**src/sv/rv64d_pkg.sv**
```systemverilog
// Shared types and constants for the RV64I instruction decoder.
// Holds opcode, funct and operation codes plus the decoded result struct.
// No dependencies; the decoder, top level and checker refer to it by scoped names, the testbench imports it.
`default_nettype none

package rv64d_pkg;

    // Major opcodes, bits 6:0
    localparam logic [6:0] OPC_LUI      = 7'b0110111;
    localparam logic [6:0] OPC_AUIPC    = 7'b0010111;
    localparam logic [6:0] OPC_JAL      = 7'b1101111;
    localparam logic [6:0] OPC_JALR     = 7'b1100111;
    localparam logic [6:0] OPC_BRANCH   = 7'b1100011;
    localparam logic [6:0] OPC_LOAD     = 7'b0000011;
    localparam logic [6:0] OPC_STORE    = 7'b0100011;
    localparam logic [6:0] OPC_OP_IMM   = 7'b0010011;
    localparam logic [6:0] OPC_OP_IMM32 = 7'b0011011;
    localparam logic [6:0] OPC_OP       = 7'b0110011;
    localparam logic [6:0] OPC_OP32     = 7'b0111011;
    localparam logic [6:0] OPC_MISC_MEM = 7'b0001111;
    localparam logic [6:0] OPC_SYSTEM   = 7'b1110011;

    // funct3 values that need special handling
    localparam logic [2:0] F3_ADD = 3'b000;
    localparam logic [2:0] F3_SLL = 3'b001;
    localparam logic [2:0] F3_SR  = 3'b101;

    // funct7 / funct6 qualifiers
    localparam logic [6:0] F7_BASE = 7'b0000000;
    localparam logic [6:0] F7_ALT  = 7'b0100000;
    localparam logic [5:0] F6_BASE = 6'b000000;
    localparam logic [5:0] F6_ALT  = 6'b010000;

    // System immediates
    localparam logic [11:0] IMM_ECALL  = 12'b000000000000;
    localparam logic [11:0] IMM_EBREAK = 12'b000000000001;
    localparam logic [11:0] IMM_SRET   = 12'b000100000010;
    localparam logic [11:0] IMM_MRET   = 12'b001100000010;

    typedef enum logic [2:0] {
        FMT_R = 3'd0,
        FMT_I = 3'd1,
        FMT_S = 3'd2,
        FMT_B = 3'd3,
        FMT_U = 3'd4,
        FMT_J = 3'd5
    } fmt_t;

    typedef enum logic [5:0] {
        OP_INVALID = 6'd0,
        OP_LUI   = 6'd1,  OP_AUIPC = 6'd2,  OP_JAL   = 6'd3,  OP_JALR  = 6'd4,
        OP_BEQ   = 6'd5,  OP_BNE   = 6'd6,  OP_BLT   = 6'd7,  OP_BGE   = 6'd8,
        OP_BLTU  = 6'd9,  OP_BGEU  = 6'd10, OP_LB    = 6'd11, OP_LH    = 6'd12,
        OP_LW    = 6'd13, OP_LBU   = 6'd14, OP_LHU   = 6'd15, OP_SB    = 6'd16,
        OP_SH    = 6'd17, OP_SW    = 6'd18, OP_ADDI  = 6'd19, OP_SLTI  = 6'd20,
        OP_SLTIU = 6'd21, OP_XORI  = 6'd22, OP_ORI   = 6'd23, OP_ANDI  = 6'd24,
        OP_SLLI  = 6'd25, OP_SRLI  = 6'd26, OP_SRAI  = 6'd27, OP_ADD   = 6'd28,
        OP_SUB   = 6'd29, OP_SLL   = 6'd30, OP_SLT   = 6'd31, OP_SLTU  = 6'd32,
        OP_XOR   = 6'd33, OP_SRL   = 6'd34, OP_SRA   = 6'd35, OP_OR    = 6'd36,
        OP_AND   = 6'd37, OP_FENCE = 6'd38, OP_ECALL = 6'd39, OP_EBREAK = 6'd40,
        OP_LWU   = 6'd41, OP_LD    = 6'd42, OP_SD    = 6'd43, OP_ADDIW = 6'd44,
        OP_SLLIW = 6'd45, OP_SRLIW = 6'd46, OP_SRAIW = 6'd47, OP_ADDW  = 6'd48,
        OP_SUBW  = 6'd49, OP_SLLW  = 6'd50, OP_SRLW  = 6'd51, OP_SRAW  = 6'd52,
        OP_SRET  = 6'd53, OP_MRET  = 6'd54
    } op_t;

    // funct3-indexed operation tables
    localparam op_t LOAD_OPS [8] = '{OP_LB, OP_LH, OP_LW, OP_LD,
                                     OP_LBU, OP_LHU, OP_LWU, OP_INVALID};
    localparam op_t STORE_OPS [8] = '{OP_SB, OP_SH, OP_SW, OP_SD,
                                      OP_INVALID, OP_INVALID, OP_INVALID, OP_INVALID};
    localparam op_t BRANCH_OPS [8] = '{OP_BEQ, OP_BNE, OP_INVALID, OP_INVALID,
                                       OP_BLT, OP_BGE, OP_BLTU, OP_BGEU};
    localparam op_t OPIMM_OPS [8] = '{OP_ADDI, OP_INVALID, OP_SLTI, OP_SLTIU,
                                      OP_XORI, OP_INVALID, OP_ORI, OP_ANDI};
    localparam op_t OP_BASE_OPS [8] = '{OP_ADD, OP_SLL, OP_SLT, OP_SLTU,
                                        OP_XOR, OP_SRL, OP_OR, OP_AND};

    typedef struct packed {
        op_t         op;
        fmt_t        fmt;
        logic [4:0]  rd;
        logic [4:0]  rs1;
        logic [4:0]  rs2;
        logic [31:0] imm;
    } result_t;

endpackage

`default_nettype wire

```
**src/sv/rv64d_instr_if.sv**
```systemverilog
// Valid/ready channel carrying one raw instruction word per transaction.
// Standalone; used by the decoder top level as its input port.
`default_nettype none

interface rv64d_instr_if;
    logic        valid;
    logic        ready;
    logic [31:0] instruction_word;

    modport source (output valid, output instruction_word, input ready);
    modport sink   (input valid, input instruction_word, output ready);
endinterface

`default_nettype wire

```
**src/sv/rv64d_decoded_if.sv**
```systemverilog
// Valid/ready channel carrying one decoded instruction per transaction.
// Standalone; used by the decoder top level as its output port.
`default_nettype none

interface rv64d_decoded_if;
    logic        valid;
    logic        ready;
    logic [5:0]  operation_code;
    logic [2:0]  format_kind;
    logic [4:0]  dest_reg;
    logic [4:0]  src1_reg;
    logic [4:0]  src2_reg;
    logic [31:0] immediate_bits;

    modport source (output valid, output operation_code, output format_kind,
                    output dest_reg, output src1_reg, output src2_reg,
                    output immediate_bits, input ready);
    modport sink   (input valid, input operation_code, input format_kind,
                    input dest_reg, input src1_reg, input src2_reg,
                    input immediate_bits, output ready);
endinterface

`default_nettype wire

```
**src/sv/rv64d_decode.sv**
```systemverilog
// Combinational decode of one RV64I instruction word into a result struct.
// Depends on rv64d_pkg for opcodes, operation tables and result_t.
`default_nettype none

module rv64d_decode (
    input  wire logic [31:0]      word,
    output rv64d_pkg::result_t    res
);

    logic [6:0]  opc;
    logic [2:0]  f3;
    logic [6:0]  f7;
    logic [5:0]  f6;
    logic [4:0]  rd;
    logic [4:0]  rs1;
    logic [4:0]  rs2;
    logic [11:0] imm_i;

    rv64d_pkg::op_t  op;
    rv64d_pkg::fmt_t fmt;

    assign opc   = word[6:0];
    assign f3    = word[14:12];
    assign f7    = word[31:25];
    assign f6    = word[31:26];
    assign rd    = word[11:7];
    assign rs1   = word[19:15];
    assign rs2   = word[24:20];
    assign imm_i = word[31:20];

    // Identify operation and encoding format
    always_comb
    begin
        op  = rv64d_pkg::OP_INVALID;
        fmt = rv64d_pkg::FMT_R;
        case (opc)
            rv64d_pkg::OPC_LUI:
            begin
                op  = rv64d_pkg::OP_LUI;
                fmt = rv64d_pkg::FMT_U;
            end
            rv64d_pkg::OPC_AUIPC:
            begin
                op  = rv64d_pkg::OP_AUIPC;
                fmt = rv64d_pkg::FMT_U;
            end
            rv64d_pkg::OPC_JAL:
            begin
                op  = rv64d_pkg::OP_JAL;
                fmt = rv64d_pkg::FMT_J;
            end
            rv64d_pkg::OPC_JALR:
            begin
                fmt = rv64d_pkg::FMT_I;
                if (f3 == rv64d_pkg::F3_ADD)
                    op = rv64d_pkg::OP_JALR;
            end
            rv64d_pkg::OPC_BRANCH:
            begin
                op  = rv64d_pkg::BRANCH_OPS[f3];
                fmt = rv64d_pkg::FMT_B;
            end
            rv64d_pkg::OPC_LOAD:
            begin
                op  = rv64d_pkg::LOAD_OPS[f3];
                fmt = rv64d_pkg::FMT_I;
            end
            rv64d_pkg::OPC_STORE:
            begin
                op  = rv64d_pkg::STORE_OPS[f3];
                fmt = rv64d_pkg::FMT_S;
            end
            rv64d_pkg::OPC_OP_IMM:
            begin
                fmt = rv64d_pkg::FMT_I;
                if (f3 == rv64d_pkg::F3_SLL)
                begin
                    if (f6 == rv64d_pkg::F6_BASE)
                        op = rv64d_pkg::OP_SLLI;
                end
                else if (f3 == rv64d_pkg::F3_SR)
                begin
                    if (f6 == rv64d_pkg::F6_BASE)
                        op = rv64d_pkg::OP_SRLI;
                    else if (f6 == rv64d_pkg::F6_ALT)
                        op = rv64d_pkg::OP_SRAI;
                end
                else
                begin
                    op = rv64d_pkg::OPIMM_OPS[f3];
                end
            end
            rv64d_pkg::OPC_OP_IMM32:
            begin
                fmt = rv64d_pkg::FMT_I;
                if (f3 == rv64d_pkg::F3_ADD)
                    op = rv64d_pkg::OP_ADDIW;
                else if (f3 == rv64d_pkg::F3_SLL && f7 == rv64d_pkg::F7_BASE)
                    op = rv64d_pkg::OP_SLLIW;
                else if (f3 == rv64d_pkg::F3_SR && f7 == rv64d_pkg::F7_BASE)
                    op = rv64d_pkg::OP_SRLIW;
                else if (f3 == rv64d_pkg::F3_SR && f7 == rv64d_pkg::F7_ALT)
                    op = rv64d_pkg::OP_SRAIW;
            end
            rv64d_pkg::OPC_OP:
            begin
                fmt = rv64d_pkg::FMT_R;
                if (f7 == rv64d_pkg::F7_BASE)
                    op = rv64d_pkg::OP_BASE_OPS[f3];
                else if (f7 == rv64d_pkg::F7_ALT && f3 == rv64d_pkg::F3_ADD)
                    op = rv64d_pkg::OP_SUB;
                else if (f7 == rv64d_pkg::F7_ALT && f3 == rv64d_pkg::F3_SR)
                    op = rv64d_pkg::OP_SRA;
            end
            rv64d_pkg::OPC_OP32:
            begin
                fmt = rv64d_pkg::FMT_R;
                if (f7 == rv64d_pkg::F7_BASE && f3 == rv64d_pkg::F3_ADD)
                    op = rv64d_pkg::OP_ADDW;
                else if (f7 == rv64d_pkg::F7_ALT && f3 == rv64d_pkg::F3_ADD)
                    op = rv64d_pkg::OP_SUBW;
                else if (f7 == rv64d_pkg::F7_BASE && f3 == rv64d_pkg::F3_SLL)
                    op = rv64d_pkg::OP_SLLW;
                else if (f7 == rv64d_pkg::F7_BASE && f3 == rv64d_pkg::F3_SR)
                    op = rv64d_pkg::OP_SRLW;
                else if (f7 == rv64d_pkg::F7_ALT && f3 == rv64d_pkg::F3_SR)
                    op = rv64d_pkg::OP_SRAW;
            end
            rv64d_pkg::OPC_MISC_MEM:
            begin
                fmt = rv64d_pkg::FMT_I;
                if (f3 == rv64d_pkg::F3_ADD)
                    op = rv64d_pkg::OP_FENCE;
            end
            rv64d_pkg::OPC_SYSTEM:
            begin
                fmt = rv64d_pkg::FMT_I;
                // Only the plain trap and return words; CSR forms stay invalid
                if (rd == 5'd0 && rs1 == 5'd0 && f3 == rv64d_pkg::F3_ADD)
                begin
                    case (imm_i)
                        rv64d_pkg::IMM_ECALL:  op = rv64d_pkg::OP_ECALL;
                        rv64d_pkg::IMM_EBREAK: op = rv64d_pkg::OP_EBREAK;
                        rv64d_pkg::IMM_SRET:   op = rv64d_pkg::OP_SRET;
                        rv64d_pkg::IMM_MRET:   op = rv64d_pkg::OP_MRET;
                        default:               op = rv64d_pkg::OP_INVALID;
                    endcase
                end
            end
            default:
            begin
                op  = rv64d_pkg::OP_INVALID;
                fmt = rv64d_pkg::FMT_R;
            end
        endcase
    end

    // Gate register fields and assemble the immediate per format
    always_comb
    begin
        res     = '0;
        res.op  = op;
        if (op != rv64d_pkg::OP_INVALID)
        begin
            res.fmt = fmt;
            case (fmt)
                rv64d_pkg::FMT_R:
                begin
                    res.rd  = rd;
                    res.rs1 = rs1;
                    res.rs2 = rs2;
                end
                rv64d_pkg::FMT_I:
                begin
                    res.rd  = rd;
                    res.rs1 = rs1;
                    res.imm = {20'd0, imm_i};
                end
                rv64d_pkg::FMT_S:
                begin
                    res.rs1 = rs1;
                    res.rs2 = rs2;
                    res.imm = {20'd0, word[31:25], word[11:7]};
                end
                rv64d_pkg::FMT_B:
                begin
                    res.rs1 = rs1;
                    res.rs2 = rs2;
                    res.imm = {19'd0, word[31], word[7], word[30:25], word[11:8], 1'b0};
                end
                rv64d_pkg::FMT_U:
                begin
                    res.rd  = rd;
                    res.imm = {word[31:12], 12'd0};
                end
                rv64d_pkg::FMT_J:
                begin
                    res.rd  = rd;
                    res.imm = {11'd0, word[31], word[19:12], word[20], word[30:21], 1'b0};
                end
                default:
                begin
                    res.rd = 5'd0;
                end
            endcase
        end
    end

endmodule

`default_nettype wire

```
**src/sv/rv64i_instruction_decoder_unit.sv**
```systemverilog
// Top level of the RV64I instruction decoder: input register, decode, result register.
// Depends on rv64d_pkg, rv64d_instr_if, rv64d_decoded_if and rv64d_decode.
//
// Usage:
//   instr   - sink channel; one 32-bit instruction word per transaction.
//   decoded - source channel; operation code, format, rd/rs1/rs2 and the
//             raw (not sign extended) immediate for that word.
//   Every accepted word yields exactly one decoded transaction, in order.
//   A word accepted on instr is offered on decoded from the result register
//   (two register stages: instruction register, result register).
//   Throughput: one transaction per cycle while decoded.ready is high; the decode
//   between the two registers is a single shallow pass of bit selection and matching.
//   Stall: each stage advances when the stage after it is empty or being
//   drained, so instr.ready drops only when both stages hold data and
//   decoded.ready is low. A stalled result holds its payload.
//   Reset: rst_n clears both valid flags; no transaction is in flight and
//   instr.ready is high once reset is released.
`default_nettype none

module rv64i_instruction_decoder_unit (
    input  wire logic           clk,
    input  wire logic           rst_n,
    rv64d_instr_if.sink         instr,
    rv64d_decoded_if.source     decoded
);

    logic               in_valid_reg;
    logic [31:0]        word_reg;
    logic               out_valid_reg;
    rv64d_pkg::result_t res_reg;
    rv64d_pkg::result_t res_next;
    logic               res_ready;

    // Stage handshakes
    assign res_ready   = !out_valid_reg || decoded.ready;
    assign instr.ready = !in_valid_reg || res_ready;

    // Advance valid flags
    always_ff @(posedge clk or negedge rst_n)
    begin
        if (!rst_n)
        begin
            in_valid_reg  <= 1'b0;
            out_valid_reg <= 1'b0;
        end
        else
        begin
            if (instr.ready)
                in_valid_reg <= instr.valid;
            if (res_ready)
                out_valid_reg <= in_valid_reg;
        end
    end

    // Capture payloads
    always_ff @(posedge clk)
    begin
        if (instr.valid && instr.ready)
            word_reg <= instr.instruction_word;
        if (in_valid_reg && res_ready)
            res_reg <= res_next;
    end

    rv64d_decode u_decode (
        .word (word_reg),
        .res  (res_next)
    );

    // Drive result channel
    assign decoded.valid          = out_valid_reg;
    assign decoded.operation_code = res_reg.op;
    assign decoded.format_kind    = res_reg.fmt;
    assign decoded.dest_reg       = res_reg.rd;
    assign decoded.src1_reg       = res_reg.rs1;
    assign decoded.src2_reg       = res_reg.rs2;
    assign decoded.immediate_bits = res_reg.imm;

endmodule

`default_nettype wire

```
**src/flat_wrapper.sv**
```systemverilog
// flat-port wrapper written by rule: the top's interface ports become plain ports
module rv64i_instruction_decoder_unit_flat 
  (clk, rst_n, instr_valid, instr_instruction_word, instr_ready, decoded_valid, decoded_operation_code, decoded_format_kind, decoded_dest_reg, decoded_src1_reg, decoded_src2_reg, decoded_immediate_bits, decoded_ready);
  rv64d_instr_if instr_i ();
  rv64d_decoded_if decoded_i ();
  input  wire logic clk;
  input  wire logic rst_n;
  input wire logic [$bits(instr_i.valid)-1:0] instr_valid;
  input wire logic [$bits(instr_i.instruction_word)-1:0] instr_instruction_word;
  output wire logic [$bits(instr_i.ready)-1:0] instr_ready;
  output wire logic [$bits(decoded_i.valid)-1:0] decoded_valid;
  output wire logic [$bits(decoded_i.operation_code)-1:0] decoded_operation_code;
  output wire logic [$bits(decoded_i.format_kind)-1:0] decoded_format_kind;
  output wire logic [$bits(decoded_i.dest_reg)-1:0] decoded_dest_reg;
  output wire logic [$bits(decoded_i.src1_reg)-1:0] decoded_src1_reg;
  output wire logic [$bits(decoded_i.src2_reg)-1:0] decoded_src2_reg;
  output wire logic [$bits(decoded_i.immediate_bits)-1:0] decoded_immediate_bits;
  input wire logic [$bits(decoded_i.ready)-1:0] decoded_ready;
  assign instr_i.valid = instr_valid;
  assign instr_i.instruction_word = instr_instruction_word;
  assign instr_ready = instr_i.ready;
  assign decoded_valid = decoded_i.valid;
  assign decoded_operation_code = decoded_i.operation_code;
  assign decoded_format_kind = decoded_i.format_kind;
  assign decoded_dest_reg = decoded_i.dest_reg;
  assign decoded_src1_reg = decoded_i.src1_reg;
  assign decoded_src2_reg = decoded_i.src2_reg;
  assign decoded_immediate_bits = decoded_i.immediate_bits;
  assign decoded_i.ready = decoded_ready;
  rv64i_instruction_decoder_unit u_core (.clk(clk), .rst_n(rst_n), .instr(instr_i), .decoded(decoded_i));
endmodule
```
**config.mk**
```make
export PLATFORM = sky130hd
export DESIGN_NAME = rv64i_instruction_decoder_unit_flat
export DESIGN_NICKNAME = d
export VERILOG_FILES = /design/src/sv/rv64d_pkg.sv /design/src/sv/rv64d_instr_if.sv /design/src/sv/rv64d_decoded_if.sv /design/src/sv/rv64d_decode.sv /design/src/sv/rv64i_instruction_decoder_unit.sv /design/src/flat_wrapper.sv
export SDC_FILE = /design/constraint.sdc
export NUM_CORES = 1
export LEC_CHECK = 0
export ABC_AREA = 0
export BUFFER_PORTS_ARGS = -buffer_cell sky130_fd_sc_hd__buf_2
export CAP_MARGIN = 30
export CORE_ASPECT_RATIO = 1.4
export CORE_MARGIN = 1
export CORE_UTILIZATION = 55
export DETAILED_ROUTE_END_ITERATION = 10
export PLACE_DENSITY = 0.85
export SLEW_MARGIN = 40
export SYNTH_ARGS = -nofsm -noshare
export SYNTH_HDL_FRONTEND = slang
export SYNTH_SLANG_ARGS = --single-unit
```
**constraint.sdc**
```tcl
create_clock -name clk -period 3.55 [get_ports clk]
set_input_delay 0.71 -clock clk [delete_from_list [all_inputs] [get_ports clk]]
set_output_delay 0.71 -clock clk [all_outputs]
set_load 0.005 [all_outputs]
```
== Word level (Yosys, flattened, before mapping) ==
Memories as Yosys holds them, arrays and structs flattened.
Cells that the tools add are included.

* Memories kept: 5
* Output and inout bits: 58
* Register bits after elaboration: 90
* ROM bits: 240
* Logic and storage cells: 104
* Input bits: 36

* Equality and inequality tests: 25
* Bitwise gates (word level): 1
* Order comparisons: 1
* Reductions and logical operators: 29
* Muxes and demuxes: 34

{| class="wikitable"
|+ Memory list
! name !! words !! bits a word !! read ports !! clocked after memory_dff !! write ports !! line !! source
|-
| (no name shown) || 8 || 6 || 1 || 0 || 0 || rv64d_decode.sv:109 || <nowiki>op = rv64d_pkg::OP_BASE_OPS[f3];</nowiki>
|-
| (no name shown) || 8 || 6 || 1 || 0 || 0 || rv64d_decode.sv:90 || <nowiki>op = rv64d_pkg::OPIMM_OPS[f3];</nowiki>
|-
| (no name shown) || 8 || 6 || 1 || 0 || 0 || rv64d_decode.sv:70 || <nowiki>op = rv64d_pkg::STORE_OPS[f3];</nowiki>
|-
| (no name shown) || 8 || 6 || 1 || 0 || 0 || rv64d_decode.sv:65 || <nowiki>op = rv64d_pkg::LOAD_OPS[f3];</nowiki>
|-
| (no name shown) || 8 || 6 || 1 || 0 || 0 || rv64d_decode.sv:60 || <nowiki>op = rv64d_pkg::BRANCH_OPS[f3];</nowiki>
|}

{| class="wikitable"
|+ Operators by type and width
! kind !! number
|-
| one-hot mux 32 bit (5 select lines) || 1
|-
| 2-to-1 mux 6 bit || 26
|-
| one-hot mux 6 bit (13 select lines) || 1
|-
| == test 7 x 6 -> 1 bit (second input constant) || 5
|-
| == test 7 bit (second input constant) || 4
|-
| one-hot mux 6 bit (4 select lines) || 1
|-
| == test 7 x 5 -> 1 bit (second input constant) || 3
|-
| 2-to-1 mux 5 bit || 3
|-
| one-hot mux 3 bit (5 select lines) || 1
|-
| == test 12 x 1 -> 1 bit (second input constant) || 1
|-
| == test 12 x 10 -> 1 bit (second input constant) || 1
|-
| == test 12 x 9 -> 1 bit (second input constant) || 1
|-
| logical NOT 12 bit || 1
|-
| logical NOT 5 bit || 2
|-
| == test 3 bit (second input constant) || 3
|-
| logical AND 1 bit || 9
|-
| OR reduction 4 bit || 2
|-
| == test 7 x 2 -> 1 bit (second input constant) || 1
|-
| == test 7 x 4 -> 1 bit (second input constant) || 1
|-
| logical NOT 7 bit || 1
|-
| == test 3 x 1 -> 1 bit (second input constant) || 2
|-
| == test 3 x 2 -> 1 bit (second input constant) || 2
|-
| == test 6 x 5 -> 1 bit (second input constant) || 1
|-
| logical NOT 3 bit || 2
|-
| other kinds (11) || 15
|}

== Logic depth before layout (Yosys ltp) ==
* Depth after elaboration: 10
* Depth in mapped cells: 11
* Depth with buffers taken out: 9

== By module ==
A second synthesis with hierarchy kept.

* Cell total of the unflattened synthesis: 382
* Area total of the unflattened synthesis: 4465.5 um2

{| class="wikitable"
|+ By module, submodules not included
! module !! cells each !! times used !! area an instance (um2) !! seq. area each (um2)
|-
| rv64i_instruction_decoder_unit || 96 || 1 || 2746.4 || 2692.6
|-
| rv64d_decode || 286 || 1 || 1719.1 || 0.0
|}

== Worst setup path after synthesis ==
Ideal clock, no wire load.

* Path kind: register -> register
* From: register u_core.word_reg[13]
* To: register u_core.res_reg (netlist bit u_core.decoded.src1_reg[0]), data pin
* Setup slack: 0.519 ns
* Buffers on the path: 1
* Clock period less this slack: 3.031 ns
* Setup time: 0.266 ns
* Data required time: 3.284 ns
* Data arrival time: 2.766 ns
* Stages on the path, launching flop included: 11
* Cells stage by stage: edfxtp_1 -> inv_1 -> ha_1 -> inv_1 -> mux4_2 -> nor2b_1 -> a221o_1 -> or3_1 -> nor4_4 -> buf_6 -> nor3b_1

{| class="wikitable"
|+ RTL lines
! what !! line !! source
|-
| start, declared || rv64i_instruction_decoder_unit.sv:28 || <nowiki>logic [31:0] word_reg;</nowiki>
|-
| start signal, assigned || rv64i_instruction_decoder_unit.sv:59 || <nowiki>word_reg <= instr.instruction_word;</nowiki>
|-
| end signal, assigned || rv64i_instruction_decoder_unit.sv:61 || <nowiki>res_reg <= res_next;</nowiki>
|-
| end, declared || rv64i_instruction_decoder_unit.sv:30 || <nowiki>rv64d_pkg::result_t res_reg;</nowiki>
|}

==> run metrics <==
Starting Density=57.3%; CP arrival=between 3000 and 4000 ps; hold slack=103 ps; drt drc=0; Max VDD drop=302 uV; Comb pwr share=11.4%; Main synth FF type=edfxtp_1; GRT Total Usage=29.7%; Static Leak=~2.1 nW; slew at the pin with the worst max-slew slack=just over 800 ps; CP Capture Type=flop; clk slew on worst S/H paths=90 ps; outcome=finished, final reports clean; setup ws final=144 ps; CP top delay family=simple AND/OR/NAND/NOR gates; CTS Buf Count=9; fmax=294 MHz; Final period util=95.9%; P&R area growth vs syn=18.3%; CTS tree=done; Post-Syn Instances=380; Clock Path Buffers=2; First-pass DRT Iterations=5; vias=3602; Die ar.=0.00849 mm2; Root Buffer=clkbuf_8; flops & latches, synth=90; RSZ-0062 raised after global routing=false; count leader, synth=edfxtp_1; # IOs=94; Final Max Tran Viols=0; antenna-violating nets left=0; dominant cell type by area after synthesis=edfxtp_1; Sw Pwr=0.000598 W; power share of the clock group=31.7%; # port buffers=slightly above 90; Final Critical Period=3410 ps; Post-Syn Area=0.00447 mm2; Worst setup SP type=flop; Routed WL per cell=20.3 um; clock latency on the worst-skew pair=between 300 and 400 ps; placement row count=38; GPL Wtd Cong=0.997; Crit path required time=3660 ps; die span in y=109 um; sequential area share after synthesis=around 60%; Post-CTS Hold Buffers=0; 1st-iter DRT viols=around 470; Post-synth EDFFs=88; total congestion overflow=0; first-pass GRT wire length=18300 um; Cell variety after synth=60; Die X=78.2 um; Fin. Hold Viols=0; Max Cap Viol=0; Internal=0.00169 W; largest net degree at the start of global routing=57; Slew HR=44.9%; Mean Syn Cell Area=11.8 um2; vias in the first global route=approximately 3400; CP Max Fanout=30; Tot Pwr=0.00229 W; Slowest-stage cell, CP=edfxtp_1; worst path cell trace=inv_1 > ha_1 > inv_1 > mux4_2 > nor2b_1 > a221o_1 > or3_1 > nor4_4 > buf_12 > nor3b_1; Worst Path Buf+Inv=3; PwrDens=432 mW/mm2; Final TNS setup=0 ps; initial antenna violation count=0; CTS sink count=90; Setup Crit Path Kind=reg2reg; Clock Skews=16.1 ps; HP Class=in2async; routed wire length=11800 um; Synth Net Count=423; CTS resizes=0; Synth top cells by count=edfxtp_1, nor2_1, nand2_1; antenna fix cells=0; DP Worst Slack=187 ps; Crit path largest cell delay=530 ps; postcts setup bufs=0; Core ar.=slightly below 0.008 mm2; Switching Share=26.2%; layout cell share with drive strength beyond 1=approximately 29%; Setup-failing EPs final=0; synth top area cells=edfxtp_1, nor2_1, and2_1; Yosys top cell area share=59.2%; nets=roughly 520; DPL Wire Length=8590 um; H-tree depth=3; Seq pwr share=56.8%; Ys Warns=0; DR vias/cell=6.17; most frequent CP cell=inv_1; fraction of registers with async set/reset=2.22%
area by class of cell:
cell class	count	area, um2
flip-flops and latches	90	2690
repair buffers	110	606
well taps	100	125
multi-input cells	260	1630
fillers	610	2510
clock inverters	6	73.8
clock buffers	10	128
inverters	8	30.0
cells by family after synthesis:
group                    count (synthesis)  synth area share, %
AND/OR/NAND/NOR                        183                 23.1
XOR/XNOR                                 1                0.196
adder cells (fa/ha/maj)                  7                 1.96
multiplexers                             2                0.728
buffers and inverters                   30                 3.25
AO/OA/AOI/OAI                           67                 10.5
flip-flops                              90                 60.3
layer usage:
layer  wire (um)  GRT usage, %
met5           0             0
met4         657          20.4
met3         873          5.61
met2        6110          50.3
met1        4200          34.0
metrics by stage:
stage	instances	util, %	instance area [um2]
after floorplan	380	-	4470
after global placement	568	65.2	5080
after detailed placement	568	65.2	5080
after CTS	584	67.8	5280
after global routing	584	67.8	5280
final	584	67.8	5280
path summary, 6_finish.rpt:
path | start | end | depth (start not counted) | slack [ps]
worst max-delay path | u_core.word_reg[12] | u_core.decoded.src1_reg[1] | 10 | 140
worst min-delay path | rst_n | u_core.decoded.valid | 1 | 100
worst max register to register | u_core.word_reg[12] | u_core.decoded.src1_reg[1] | 10 | 140
worst min register to register | u_core.in_valid_reg | u_core.decoded.valid | 1 | 520
max in group asynchronous | rst_n | u_core.in_valid_reg | 1 | 3350
min in group clk | instr_instruction_word[2] | u_core.word_reg[2] | 1 | 490
layout by cell type (no fill, tap or decap), types with 3 or more instances in the layout:
master / n
a2111oi_0: 4
ha_1: 7
nand2_1: 32
nor3b_1: 6
or3b_2: 3
a21o_1: 3
inv_1: 7
or4_1: 3
a21oi_1: 22
and2_1: 20
nand2b_1: 7
nand3b_1: 5
nand3_1: 8
nor4_1: 9
nor2b_1: 11
buf_2: 93
edfxtp_1: 88
clkbuf_8: 9
or3_1: 8
o21ai_0: 3
o31ai_1: 3
nand4_1: 5
a211oi_1: 6
or2_2: 3
nor2_1: 39
nor4b_1: 3
nor3_1: 9
buf_4: 16
worst reg2reg max path: cells and delay by family (launching register included):
kind                     cells  cell delay, ps
flip-flops                   1             530
AND/OR/NAND/NOR              4            1020
AO/OA/AOI/OAI                1             280
multiplexers                 1             470
buffers and inverters        3             460
adder cells (fa/ha/maj)      1             380
power groups by stage:
stage / clock (W) / sequential, W / combinational (W)
global placement: 0 / 0.00132 / 0.000254
finish: 0.000725 / 0.00130 / 0.000261
detailed placement: 0 / 0.00132 / 0.000259
global route: 0.000763 / 0.00131 / 0.000285
floorplan: 0 / 0.00131 / 0.000146
CTS: 0.000729 / 0.00130 / 0.000260
No activity file was read; power rests on OpenSTA's default activity.
